`src/rtl/ssrl_pkg.sv`:
```
// Shared types, codes and constants of the sorted sparse-row list.
`default_nettype none
package ssrl_pkg;

  localparam int CAPACITY_DEF = 256;
  localparam logic [30:0] SENTINEL_COL = 31'h7FFF_FFFF;

  // request codes
  localparam logic [2:0] REQ_START      = 3'd0;
  localparam logic [2:0] REQ_INSERT     = 3'd1;
  localparam logic [2:0] REQ_UPSERT     = 3'd2;
  localparam logic [2:0] REQ_NEXT_SMALL = 3'd3;
  localparam logic [2:0] REQ_NEXT_LOWER = 3'd4;
  localparam logic [2:0] REQ_REWIND     = 3'd5;

  // status codes
  localparam logic [1:0] ST_OK      = 2'd0;
  localparam logic [1:0] ST_FULL    = 2'd1;
  localparam logic [1:0] ST_NONE    = 2'd2;
  localparam logic [1:0] ST_UPDATED = 2'd3;

  typedef struct packed {
    logic [2:0]  req_type;
    logic [30:0] row;
    logic [30:0] col;
    logic [15:0] level;
    logic [63:0] value_bits;
  } ssrl_req_t;

  typedef struct packed {
    logic [1:0]  status;
    logic [30:0] out_col;
    logic [15:0] out_level;
    logic [63:0] out_value;
    logic [7:0]  live_entries;
  } ssrl_rsp_t;

  typedef struct packed {
    logic [30:0] col;
    logic [15:0] level;
    logic [63:0] value;
  } ssrl_entry_t;

  // cell operations
  typedef enum logic [2:0] {
    OP_HOLD,
    OP_INSERT,
    OP_UPDATE,
    OP_CLEAR,
    OP_MOVE_ASC,
    OP_MOVE_LWR,
    OP_FLUSH
  } ssrl_op_e;

  // which cell drives the read chain
  typedef enum logic [1:0] {
    SEL_ASC,
    SEL_LWR,
    SEL_UPD
  } ssrl_sel_e;

  typedef struct packed {
    ssrl_op_e    op;
    ssrl_sel_e   sel;
    ssrl_entry_t ent;
  } ssrl_ctrl_t;

  // what a cell hands to its right neighbor
  typedef struct packed {
    logic        at;
    logic        asc;
    logic        lwr;
    ssrl_entry_t ent;
  } ssrl_link_t;

  // read chain token, moves one cell toward the head per cycle
  typedef struct packed {
    logic        hit;
    logic        miss;
    ssrl_entry_t ent;
  } ssrl_rd_t;

endpackage
`default_nettype wire

```
`src/rtl/ssrl_cell.sv`:
```
// One list position: entry storage, cursor marks and a read chain stage.
`default_nettype none
module ssrl_cell import ssrl_pkg::*; #(
  parameter int CW  = 8,
  parameter int IDX = 1
) (
  input  wire logic          clk_i,
  input  wire logic          rst_ni,
  input  wire ssrl_ctrl_t    ctrl_i,
  input  wire logic [CW-1:0] count_i,
  input  wire ssrl_link_t    left_i,
  output ssrl_link_t         left_o,
  input  wire logic          match_right_i,
  output logic               match_o,
  input  wire ssrl_rd_t      rd_i,
  output ssrl_rd_t           rd_o
);

  logic        valid, is_tail, ge, at, match, last, sel;
  ssrl_entry_t ent_q;
  logic        asc_q, lwr_q;
  ssrl_rd_t    rd_q, rd_d;

  // position state
  assign valid   = CW'(IDX) <= count_i;
  assign is_tail = (CW+1)'(IDX) == ((CW+1)'(count_i) + (CW+1)'(1));
  assign ge      = valid && (ent_q.col >= ctrl_i.ent.col);
  assign at      = ge || !valid;
  assign match   = valid && (ent_q.col == ctrl_i.ent.col);
  // lowest slot of an equal run sits at its far end
  assign last    = match && !match_right_i;

  always_comb begin
    unique case (ctrl_i.sel)
      SEL_ASC: sel = left_i.asc && valid;
      SEL_LWR: sel = left_i.lwr && valid;
      SEL_UPD: sel = last;
      default: sel = 1'b0;
    endcase
  end

  // read chain: selected cell injects, first free slot injects a miss
  always_comb begin
    rd_d = rd_i;
    if (sel) begin
      rd_d.hit  = 1'b1;
      rd_d.miss = 1'b0;
      rd_d.ent  = ent_q;
    end else if (is_tail) begin
      rd_d.hit  = 1'b0;
      rd_d.miss = 1'b1;
      rd_d.ent  = ent_q;
    end
  end

  // entry storage
  always_ff @(posedge clk_i) begin
    if (ctrl_i.op == OP_INSERT) begin
      if (at && !left_i.at) begin
        ent_q <= ctrl_i.ent;
      end else if (at) begin
        ent_q <= left_i.ent;
      end
    end else if (ctrl_i.op == OP_UPDATE) begin
      if (last && (ctrl_i.ent.level < ent_q.level)) begin
        ent_q.level <= ctrl_i.ent.level;
      end
    end
  end

  // cursor marks and read stage
  always_ff @(posedge clk_i or negedge rst_ni) begin
    if (!rst_ni) begin
      asc_q <= 1'b0;
      lwr_q <= 1'b0;
      rd_q  <= '0;
    end else begin
      unique case (ctrl_i.op)
        OP_CLEAR: begin
          asc_q <= 1'b0;
          lwr_q <= 1'b0;
        end
        OP_INSERT: begin
          if (at && !left_i.at) begin
            asc_q <= 1'b0;
            lwr_q <= 1'b0;
          end else if (at) begin
            asc_q <= left_i.asc;
            lwr_q <= left_i.lwr;
          end
        end
        OP_MOVE_ASC: asc_q <= sel;
        OP_MOVE_LWR: lwr_q <= sel;
        default: ;
      endcase
      if (ctrl_i.op == OP_FLUSH) begin
        rd_q <= '0;
      end else begin
        rd_q <= rd_d;
      end
    end
  end

  assign left_o  = '{at: at, asc: asc_q, lwr: lwr_q, ent: ent_q};
  assign match_o = match;
  assign rd_o    = rd_q;

endmodule
`default_nettype wire

```
`config.mk`:
```
export PLATFORM = sky130hd
export DESIGN_NAME = ssrl_cell
export DESIGN_NICKNAME = d
export VERILOG_FILES = /design/src/rtl/ssrl_pkg.sv /design/src/rtl/ssrl_cell.sv
export SDC_FILE = /design/constraint.sdc
export NUM_CORES = 1
export LEC_CHECK = 0
export ABC_AREA = 1
export CAP_MARGIN = 20
export CELL_PAD_IN_SITES_DETAIL_PLACEMENT = 1
export CELL_PAD_IN_SITES_GLOBAL_PLACEMENT = 1
export CORE_AREA = 4 4 223 225
export DETAILED_ROUTE_END_ITERATION = 8
export DIE_AREA = 0 0 227 229
export DONT_BUFFER_PORTS = 1
export PLACE_DENSITY_LB_ADDON = 0.25
export SLEW_MARGIN = 20
export SYNTH_ARGS = -nofsm -noshare
export SYNTH_HDL_FRONTEND = slang
export SYNTH_SLANG_ARGS = --single-unit
```
`constraint.sdc`:
```
create_clock -name clk_i -period 4.4 [get_ports clk_i]
set_input_delay 0.88 -clock clk_i [delete_from_list [all_inputs] [get_ports clk_i]]
set_output_delay 0.88 -clock clk_i [all_outputs]
set_load 0.005 [all_outputs]
```
After elaboration in Yosys (flattened, before gate mapping). Index checks and enable logic that the tools add are counted.

Bits in writable memories: 0. Register bits after elaboration: 226. Logic and storage cells: 61. Output and inout bits: 228. Memories kept: 0. Bits in read-only memories: 0. Bits in latches: 0.

Multipliers: 0. Mux-type cells: 15. Shift operators: 0. Equality and inequality tests: 11. $lt $le $gt $ge: 3. Div/mod/pow operators: 0. Bitwise logic cells: 0. Reductions and logical operators: 21. Add/subtract/negate cells: 1.

Operators with widths (number): $mux 113 (3); $mux 111 (2); $mux 16 (3); $eq 31x31->1 (1); $ge 31x31->1 (1); $lt 16x16->1 (1); $add 8x1->9 const B (1); $eq 1x9->1 const A (1); $eq 3x3->1 const B (3); $pmux 1 s3 (3); $le 1x8->1 const A (1); $logic_and 1x1->1 (7); $eq 3x2->1 const B (2); $reduce_and 2->1 (3); $reduce_bool 2->1 (3); $reduce_bool 3->1 (2); $mux 1 (4); $eq 3x1->1 const B (1); $logic_not 1->1 (3); $ne 3x2->1 const B (1); $reduce_and 3->1 (1); $eq 2x1->1 const B (1); $eq 2x2->1 const B (1); $logic_not 2->1 (1); $logic_or 1x1->1 (1).

Longest topological paths before layout. Gate-level depths: netlist (run 1).

Depth in word-level cells: 7. Gate-level depth with buffers: 18.

Worst setup path before layout (run 1). No wires, ideal clock.

Path type: input-to-reg. Start point: input ctrl_i[94] in the netlist's numbering. End point: register ent_q, in the netlist left_o[0] (enable). Required time: 3951 ps. Stages on the path: 13. Library setup time: 449 ps. Buffers on the path: 1. Arrival: 4002 ps. Path slack: -51 ps. Cell sequence: inv_1 -> ha_1 -> nand2_1 -> nor2_1 -> nand2_1 -> nor2_1 -> nand4_1 -> nor2_1 -> nor2_2 -> nand2_4 -> buf_4 -> nand2_1 -> inv_1.

Cells in the longest elaborated chain, start to end: 6.

Ends and longest elaborated chain: from (decl) (RTL line ssrl_cell.sv:9) `input wire ssrl_ctrl_t ctrl_i,`; $ge 31x31->1 * (RTL line ssrl_cell.sv:27) `assign ge = valid && (ent_q.col >= ctrl_i.ent.col);`; $logic_and 1x1->1 * (RTL line ssrl_cell.sv:27); $logic_or 1x1->1 * (RTL line ssrl_cell.sv:28) `assign at = ge || !valid;`; $logic_and 1x1->1 (RTL line ssrl_cell.sv:59) `if (at && !left_i.at) begin`; $reduce_bool 2->1 (no line) *; $reduce_and 2->1 (no line) *; to (signal assigned) (RTL line ssrl_cell.sv:60) `ent_q <= ctrl_i.ent;`; to (signal assigned) (RTL line ssrl_cell.sv:62) `ent_q <= left_i.ent;`; to (decl) (RTL line ssrl_cell.sv:20) `ssrl_entry_t ent_q;`.

Mark *: on every way between the ends. The rest lies on a longest branch, timed or not. A chain may end at the register's enable or synchronous reset.

==> results.md, run 1 <==
* Die area at ~52000 um^2
* GRT Total Usage at approximately 17%
* # diodes at 0
* Synth warn at 0
* Synthesized flop and latch total at between 200 and 250
* Static leakage at 5.36 nW
* Final Max Tran Viols at 0
* EDFF count, synth at 111
* Final RePlAce weighted congestion at approximately 0.87
* Via count at about 9000
* DP HPWL at between 30000 and 40000 um
* Fmax at 0.268 GHz
* Critical path type: reg -> out
* Htree depth at 1
* Worst hold path class: in -> async
* Syn-to-layout area delta at 12.7%
* Main synth FF type: dfrtp_1
* Relative slew slack at between 30% and 40%
* Final instance area at between 10000 and 15000 um^2
* Slowest cell on crit path: edfxtp_1
* Final period utilization at between 80 and 90%
* Area of the mapped netlist at between 10000 and 15000 um^2
* Core box area at ~48000 um^2
* I/O Buffers at 0
* Vias per cell at roughly 4.8
* CTS Buf Count at 27
* Area contributors post-synth: edfxtp_1, dfrtp_1, nand2_1, nor3_1, ha_1
* Most frequent cells in the layout: nand2_1, nor2_1, nor3_1
* CTS tree: done
* Total grt overflow at 0
* Sequential Power Share at 46.6%
* Layout cell share with drive strength beyond 1 at around 6.2%
* Reg-to-reg critical path endpoint: left_o[66]
* Drt wl/cell at approximately 26 um
* Antenna-violating nets left at 0
* CP peak stage delay at just under 0.5 ns
* Clock power share at 43.7%
* R2R Setup Slk at 1.14 ns
* Req. time, crit path at 3.52 ns
* DIE HEIGHT at roughly 230 um
* Max-cap violations at 0
* CP endpoint kind: output port
* Reg2reg path depth at 10
* Worst-path fanout max at 37
* First-pass GRT wire length at roughly 70000 um
* Sequential fraction of the synthesis area at around 56%
* FFs w/ async S/R, synth at around 51%
* Worst R2R Start: left_o[94]
* Syn_nets at 1628
* Row Count at 80
* Drt initial violations at slightly below 400
* I/O Pins at just under 600
* Crit start category: flip-flop
* Fin crit period at 3.74 ns
* Register clock-pin slew on the reported worst setup and hold paths at roughly 0.060 ns
* Drt first pass iters at 5
* Switching power share of the total at 26.4%
* Cell taking the most area after synthesis: edfxtp_1
* Die W at between 200 and 250 um
* CTS resizes at 0
* DRC Markers at 0
* Post-synthesis cell type count at 30
* Top cell type's share of synthesized area at between 30% and 40%
* Vias in the first global route at between 9000 and 10000
* Initial core utilization at between 20% and 30%
* NetSw at 1.40 mW
* Largest net degree at the start of global routing at 96
* PD cells at roughly 420 nW/um^2
* Outcome: finished, final reports clean
* Root Driver: clkbuf_16
* Area after DPL at between 10000 and 15000 um^2
* Mapped Cells at approximately 1200
* Commonest non-fill, non-tap cell in the layout: nand2_1
* Gate power share at 9.6%
* Initial antenna violation count at 0
* Setup repair after global routing missed its margin: false
* Longest Clk Path Bufs at 3
* Final Hold Vio Count at 0
* Worst-path cell chain: ha_1 > nand2_1 > nor2_1 > nand2_1 > nor2_1 > nand2_1 > nand2_1 > nand2_1 > nand2_1 > nand2_1 > nand2_4 > buf_4
* VDD IR-drop max at 0.252 mV
* Critical Path AT at between 2 and 3 ns
* Layout Nets at around 1600
* Number of setup violations in the final report at 0
* Final Skew at 0.0123 ns
* Clock Sinks at ~230
* CP most frequent cell: nand2_1
* DRT Wirelength at between 40000 and 50000 um
* Total negative slack at 0 ns
* Slew @ Worst Pin at 1.01 ns
* Worst-Skew Late Latency at between 0.5 and 0.6 ns
* Cell-internal power at roughly 3.9 mW
* Syn_area_per_cell at between 9 and 10 um^2
==> logic make-up (layout without fill, tap and decap cells) <==
| family | count (synthesis) | in the layout | share of synthesized area [%] |
|---|---|---|---|
| buf+inv | 163 | 148 | 7.00 |
| simple gates | 615 | 615 | 23.8 |
| compound gates | 178 | 178 | 8.12 |
| flops | 226 | 226 | 55.9 |
| fa+ha+maj | 46 | 46 | 5.18 |
==> layout make-up <==
class	instances	area, um^2
Clock buffer	35	746
Clock inverter	15	160
Fill cell	5506	35000
Inverter	80	307
Multi-Input combinational cell	839	4130
Sequential cell	226	6210
Tap cell	615	769
Timing Repair Buffer	18	195
==> flip-flops by register name, indices dropped and copies added, names as in the netlist <==
name,flops
rd_o,113
left_o,111
asc_q,1
lwr_q,1
==> synthesized netlist by cell type (2+ instances only) <==
cell and instances:
nand2_4 2, buf_1 2, inv_1 79, buf_6 12, buf_2 12, nand2_1 250
dfrtp_1 115, nor3_1 118, buf_4 16, nand3_1 90, nand2_2 2, o21ai_0 58
ha_1 46, nand4_1 7, clkbuf_1 41, nor2_2 3, a21oi_1 27, edfxtp_1 111
o21ai_1 90, nor2_1 137
==> per-layer routing <==
layer  GRT usage [%]  wire length, um
met3            5.81             4180
met5               0                0
met2            29.9            23100
met1            21.2            18900
met4            4.54             1420
==> power groups by stage <==
stage | registers (mW) | logic, mW | clock network (mW)
finish | 2.47 | 0.511 | 2.32
global route | 2.48 | 0.592 | 2.48
CTS | 2.47 | 0.523 | 2.38
detailed placement | 2.51 | 0.502 | 0
global placement | 2.52 | 0.488 | 0
floorplan | 2.46 | 0.385 | 0
==> worst max-delay path by stage <==
stage | start | endpoint | slack [ns] | depth (start not counted)
2_1_floorplan | ctrl_i[108] | left_o[0] | 0.47 | 11
3_3_place_gp | ctrl_i[108] | left_o[70] | 0.84 | 13
3_5_place_dp | ctrl_i[108] | left_o[73] | 0.75 | 13
4_1_cts | left_o[94] | left_o[113] | 0.63 | 12
5_1_grt | left_o[94] | left_o[113] | 0.36 | 12
6_report | left_o[94] | left_o[113] | 0.66 | 12
==> worst max-delay path: cells and delay by family, from the launching register on <==
family | cells | cell delay [ns]
AND/OR/NAND/NOR | 10 | 0.98
flip-flops | 1 | 0.49
buffers and inverters | 1 | 0.41
adder cells (fa/ha/maj) | 1 | 0.38
==> per-stage QoR <==
stage	setup WS, ns	cells	power (mW)	util, %	hold slack, ns
6_report	0.664	1828	5.30	26.3	0.0413
3_5_place_dp	0.753	1776	3.02	24.3	0.563
5_1_grt	0.365	1828	5.55	26.3	0.000446
2_1_floorplan	0.468	1228	2.85	-	0.514
3_3_place_gp	0.845	1776	3.01	24.3	0.550
4_1_cts	0.635	1828	5.38	26.3	0.000651
==> what timing repair did <==
item,CTS,global route
hold endpoints to repair,49,0
hold buffers,2,0
endpoints found under the setup margin,0,0
buffers inserted,0,0
(Power assumes the default switching activity.)
==> inputs of run 2 (changes only) <==
Settings changed: ABC_AREA 1 to 0, CORE_AREA 4 4 223 225 to 4 4 227 229, DIE_AREA 0 0 227 229 to 0 0 231 233.
Clock period 4.4 ns to 3.78 ns, I/O delays scaled along.
==> results.md, run 2 <==
* Area contributors post-synth: edfxtp_1, dfrtp_1, nand2_1, mux2_4, mux2_2
* Syn_nets at 1326 (-19%)
* Setup bufs post-CTS at 0 (unchanged)
* Main synth FF type: dfrtp_1
* Initial core utilization at 21.9% (-1.4 points)
* Root Driver: clkbuf_16
* Die area at 53800 um^2 (+3.5%)
* Clock Sinks at 226 (unchanged)
* Largest family of logic cells by synthesized area: multiplexers
* Row Count at 82 (+2.5%)
* Mapped Cells at 926 (-25%)
* Largest net degree at the start of global routing at 116 (+21%)
* VDD IR-drop max at 0.333 mV (+32%)
* DRT Wirelength at 41400 um (-13%)
* Final Skew at 0.0138 ns (+0.00147 ns)
* Die W at 231 um (+1.8%)
* Post-synthesis cell type count at 46 (+53%)
* Hold Buf Count CTS at 1 (-1)
* Top cell type's share of synthesized area at 30.6% (+0.57 points)
* Syn-to-layout area delta at 17.1%
* GRT Total Usage at 14.3% (-3.1 points)
* Htree depth at 1 (unchanged)
* Sequential fraction of the synthesis area at 57.0% (+1.1 points)
* Most frequent cells in the layout: nand2_1, a21oi_1, dfrtp_1
* Drt first pass iters at 4 (-1)
* Req. time, crit path at 3.02 ns (-0.50 ns)
* FFs w/ async S/R, synth at 50.9% (unchanged)
* Longest Clk Path Bufs at 3 (unchanged)
* Final period utilization at 93.1%
* Max FFs per register at 113 (unchanged)
* Syn_area_per_cell at 11.8 um^2 (+30%)
* Total grt overflow at 0 (unchanged)
* Outcome: finished, final reports clean
* Dpl ws at 0.236 ns (-0.517 ns)
* Via count at 7206 (-18%)
* Most numerous cell in the Yosys netlist: nand2_1
* Reg2reg path depth at 10 (unchanged)
* Simple-Gate Fraction of Synth Area at 11.2% (-13 points)
* Fmax at 0.284 GHz
* First-pass GRT wire length at 57900 um (-15%)
* Core box area at 49700 um^2 (+4.4%)
* Final Hold Vio Count at 0 (unchanged)
* Synth Area in XOR/XNOR at 0% (unchanged)
* EDFF count, synth at 111 (unchanged)
* Relative slew slack at 50.7% (+18 points)
* DRC Markers at 0 (unchanged)
* # diodes at 0 (unchanged)
* DP HPWL at 31400 um (-12%)
* Layout cell share with drive strength beyond 1 at 22.3% (+16 points)
* Worst-path fanout max at 3 (-92%)
* Area of the mapped netlist at 10900 um^2 (-1.9%)
* Slowest cell on crit path: edfxtp_1
* CP peak stage delay at 0.49 ns (about the same)
* Worst hold path class: in -> async
* Post-synthesis compound-gate area fraction at 7.82% (-0.31 points)
* Cell taking the most area after synthesis: edfxtp_1
* Crit start category: flip-flop
* Initial antenna violation count at 0 (unchanged)
* Commonest non-fill, non-tap cell in the layout: nand2_1
* Static leakage at 5.17 nW (-3.5%)
* Number of setup violations in the final report at 0 (unchanged)
* CTS tree: done
* Synth warn at 0 (unchanged)
* Max-cap violations at 0 (unchanged)
* Critical path type: reg -> out
* Register clock-pin slew on the reported worst setup and hold paths at 0.06 ns (about the same)
* DIE HEIGHT at 233 um (+1.7%)
* I/O Buffers at 0 (unchanged)
* CTS Buf Count at 28 (+3.7%)
* Antenna-violating nets left at 0 (unchanged)
* Drt initial violations at 373 (-3.4%)
* Final Max Tran Viols at 0 (unchanged)
* Vias in the first global route at 7973 (-16%)
* Drt wl/cell at 25.5 um (-2.0%)
* Synthesized flop and latch total at 226 (unchanged)
* Synth cell count leaders: nand2_1, a21oi_1, dfrtp_1, edfxtp_1, mux2_2
* I/O Pins at 582 (unchanged)
* Critical Path AT at 2.76 ns (-0.10 ns)
* CP endpoint kind: output port
* Final RePlAce weighted congestion at 0.801 (-8.2%)
* PD cells at 495 nW/um^2 (+17%)
* Fin util at 25.7% (-0.62 points)
* Worst-path cell chain: ha_1 > a211oi_1 > nor2_1 > a2111oi_0 > buf_4 > a21oi_4 > nor3_4 > inv_1
* Worst-Skew Late Latency at 0.56 ns (about the same)
* Setup repair after global routing missed its margin: false
* Worst Setup Slack, final at 0.260 ns (-0.405 ns)
* Layout Nets at 1328 (-17%)
* Mux cell area share after synthesis at 13.2% (+13 points)
* CTS resizes at 0 (unchanged)
* Adder-cell share of the synthesized area at 5.28% (+0.098 points)
* Fin crit period at between 3 and 4 ns
* Fill count at 5553 (+0.85%)
* Slew @ Worst Pin at 0.740 ns (-0.269 ns)
* Vias per cell at 4.44 (-8.0%)
[run 2: cell count changes after synthesis, moves of 49 or more]
cell / before / now
nand3_1: 90 / 6
o21ai_1: 90 / 0
mux2_4: 0 / 50
nor2_1: 137 / 11
o21ai_0: 58 / 9
mux2_2: 0 / 61
a21oi_1: 27 / 124
nor3_1: 118 / 5
[run 2: power by group]
part           internal (mW)  switching, mW
registers               2.74          0.118
logic                  0.258          0.314
clock network           1.77           1.11
[run 2: cell type report]
cell class | count | area, um^2 | area share, %
Clock inverter | 16 | 176 | 1.38
Multi-Input combinational cell | 598 | 4210 | 33.0
Tap cell | 672 | 841 | 6.59
Sequential cell | 226 | 6210 | 48.7
Timing Repair Buffer | 24 | 313 | 2.45
Clock buffer | 36 | 812 | 6.36
Inverter | 50 | 203 | 1.59
[run 2: logic make-up after synthesis]
| group | count (synthesis) |
|---|---|
| AOI/OAI and AO/OA | 154 |
| adders and majority gates | 46 |
| buffers and inverters | 102 |
| DFF | 226 |
| muxes | 111 |
| and+or+nand+nor | 287 |
[run 2: layer usage]
| metal | up-vias | global-route usage, % | routed length, um |
|---|---|---|---|
| met5 | - | 0 | 0 |
| li1 | 3205 | - | - |
| met1 | 3668 | 17.6 | 16500 |
| met3 | 42 | 4.02 | 2970 |
| met4 | 0 | 3.40 | 765 |
| met2 | 291 | 25.0 | 21200 |
[run 2: path summary, 6_finish.rpt]
check	start	slack, ns	endpoint
hold / removal	rst_ni	0.17	rd_o[77]
setup reg to reg	left_o[90]	0.54	left_o[64]
setup / recovery	left_o[92]	0.26	left_o[113]
min in group clk_i	rd_i[14]	0.33	rd_o[14]
hold reg to reg	left_o[43]	0.59	rd_o[43]
max in group asynchronous	rst_ni	3.03	rd_o[21]
[run 2: through the flow]
| stage | total power [mW] | hold slack (ns) | setup TNS, ns | cell area (um^2) | cells |
|---|---|---|---|---|---|
| after floorplan | 3.29 | 0.460 | -104.22 | 11000 | 926 |
| after global placement | 3.46 | 0.464 | 0 | 11700 | 1569 |
| after detailed placement | 3.46 | 0.464 | 0 | 11700 | 1569 |
| after CTS | 6.43 | 0.206 | 0 | 12800 | 1622 |
| after global routing | 6.59 | 0.198 | 0 | 12800 | 1622 |
| final | 6.31 | 0.168 | 0 | 12800 | 1622 |
[run 2: critical path, delay by kind of cell (launching register included)]
kind | cells | cell delay (ns)
AOI/OAI and AO/OA | 3 | 0.69
adders and majority gates | 1 | 0.35
buffers and inverters | 2 | 0.33
DFF | 1 | 0.49
and+or+nand+nor | 2 | 0.37
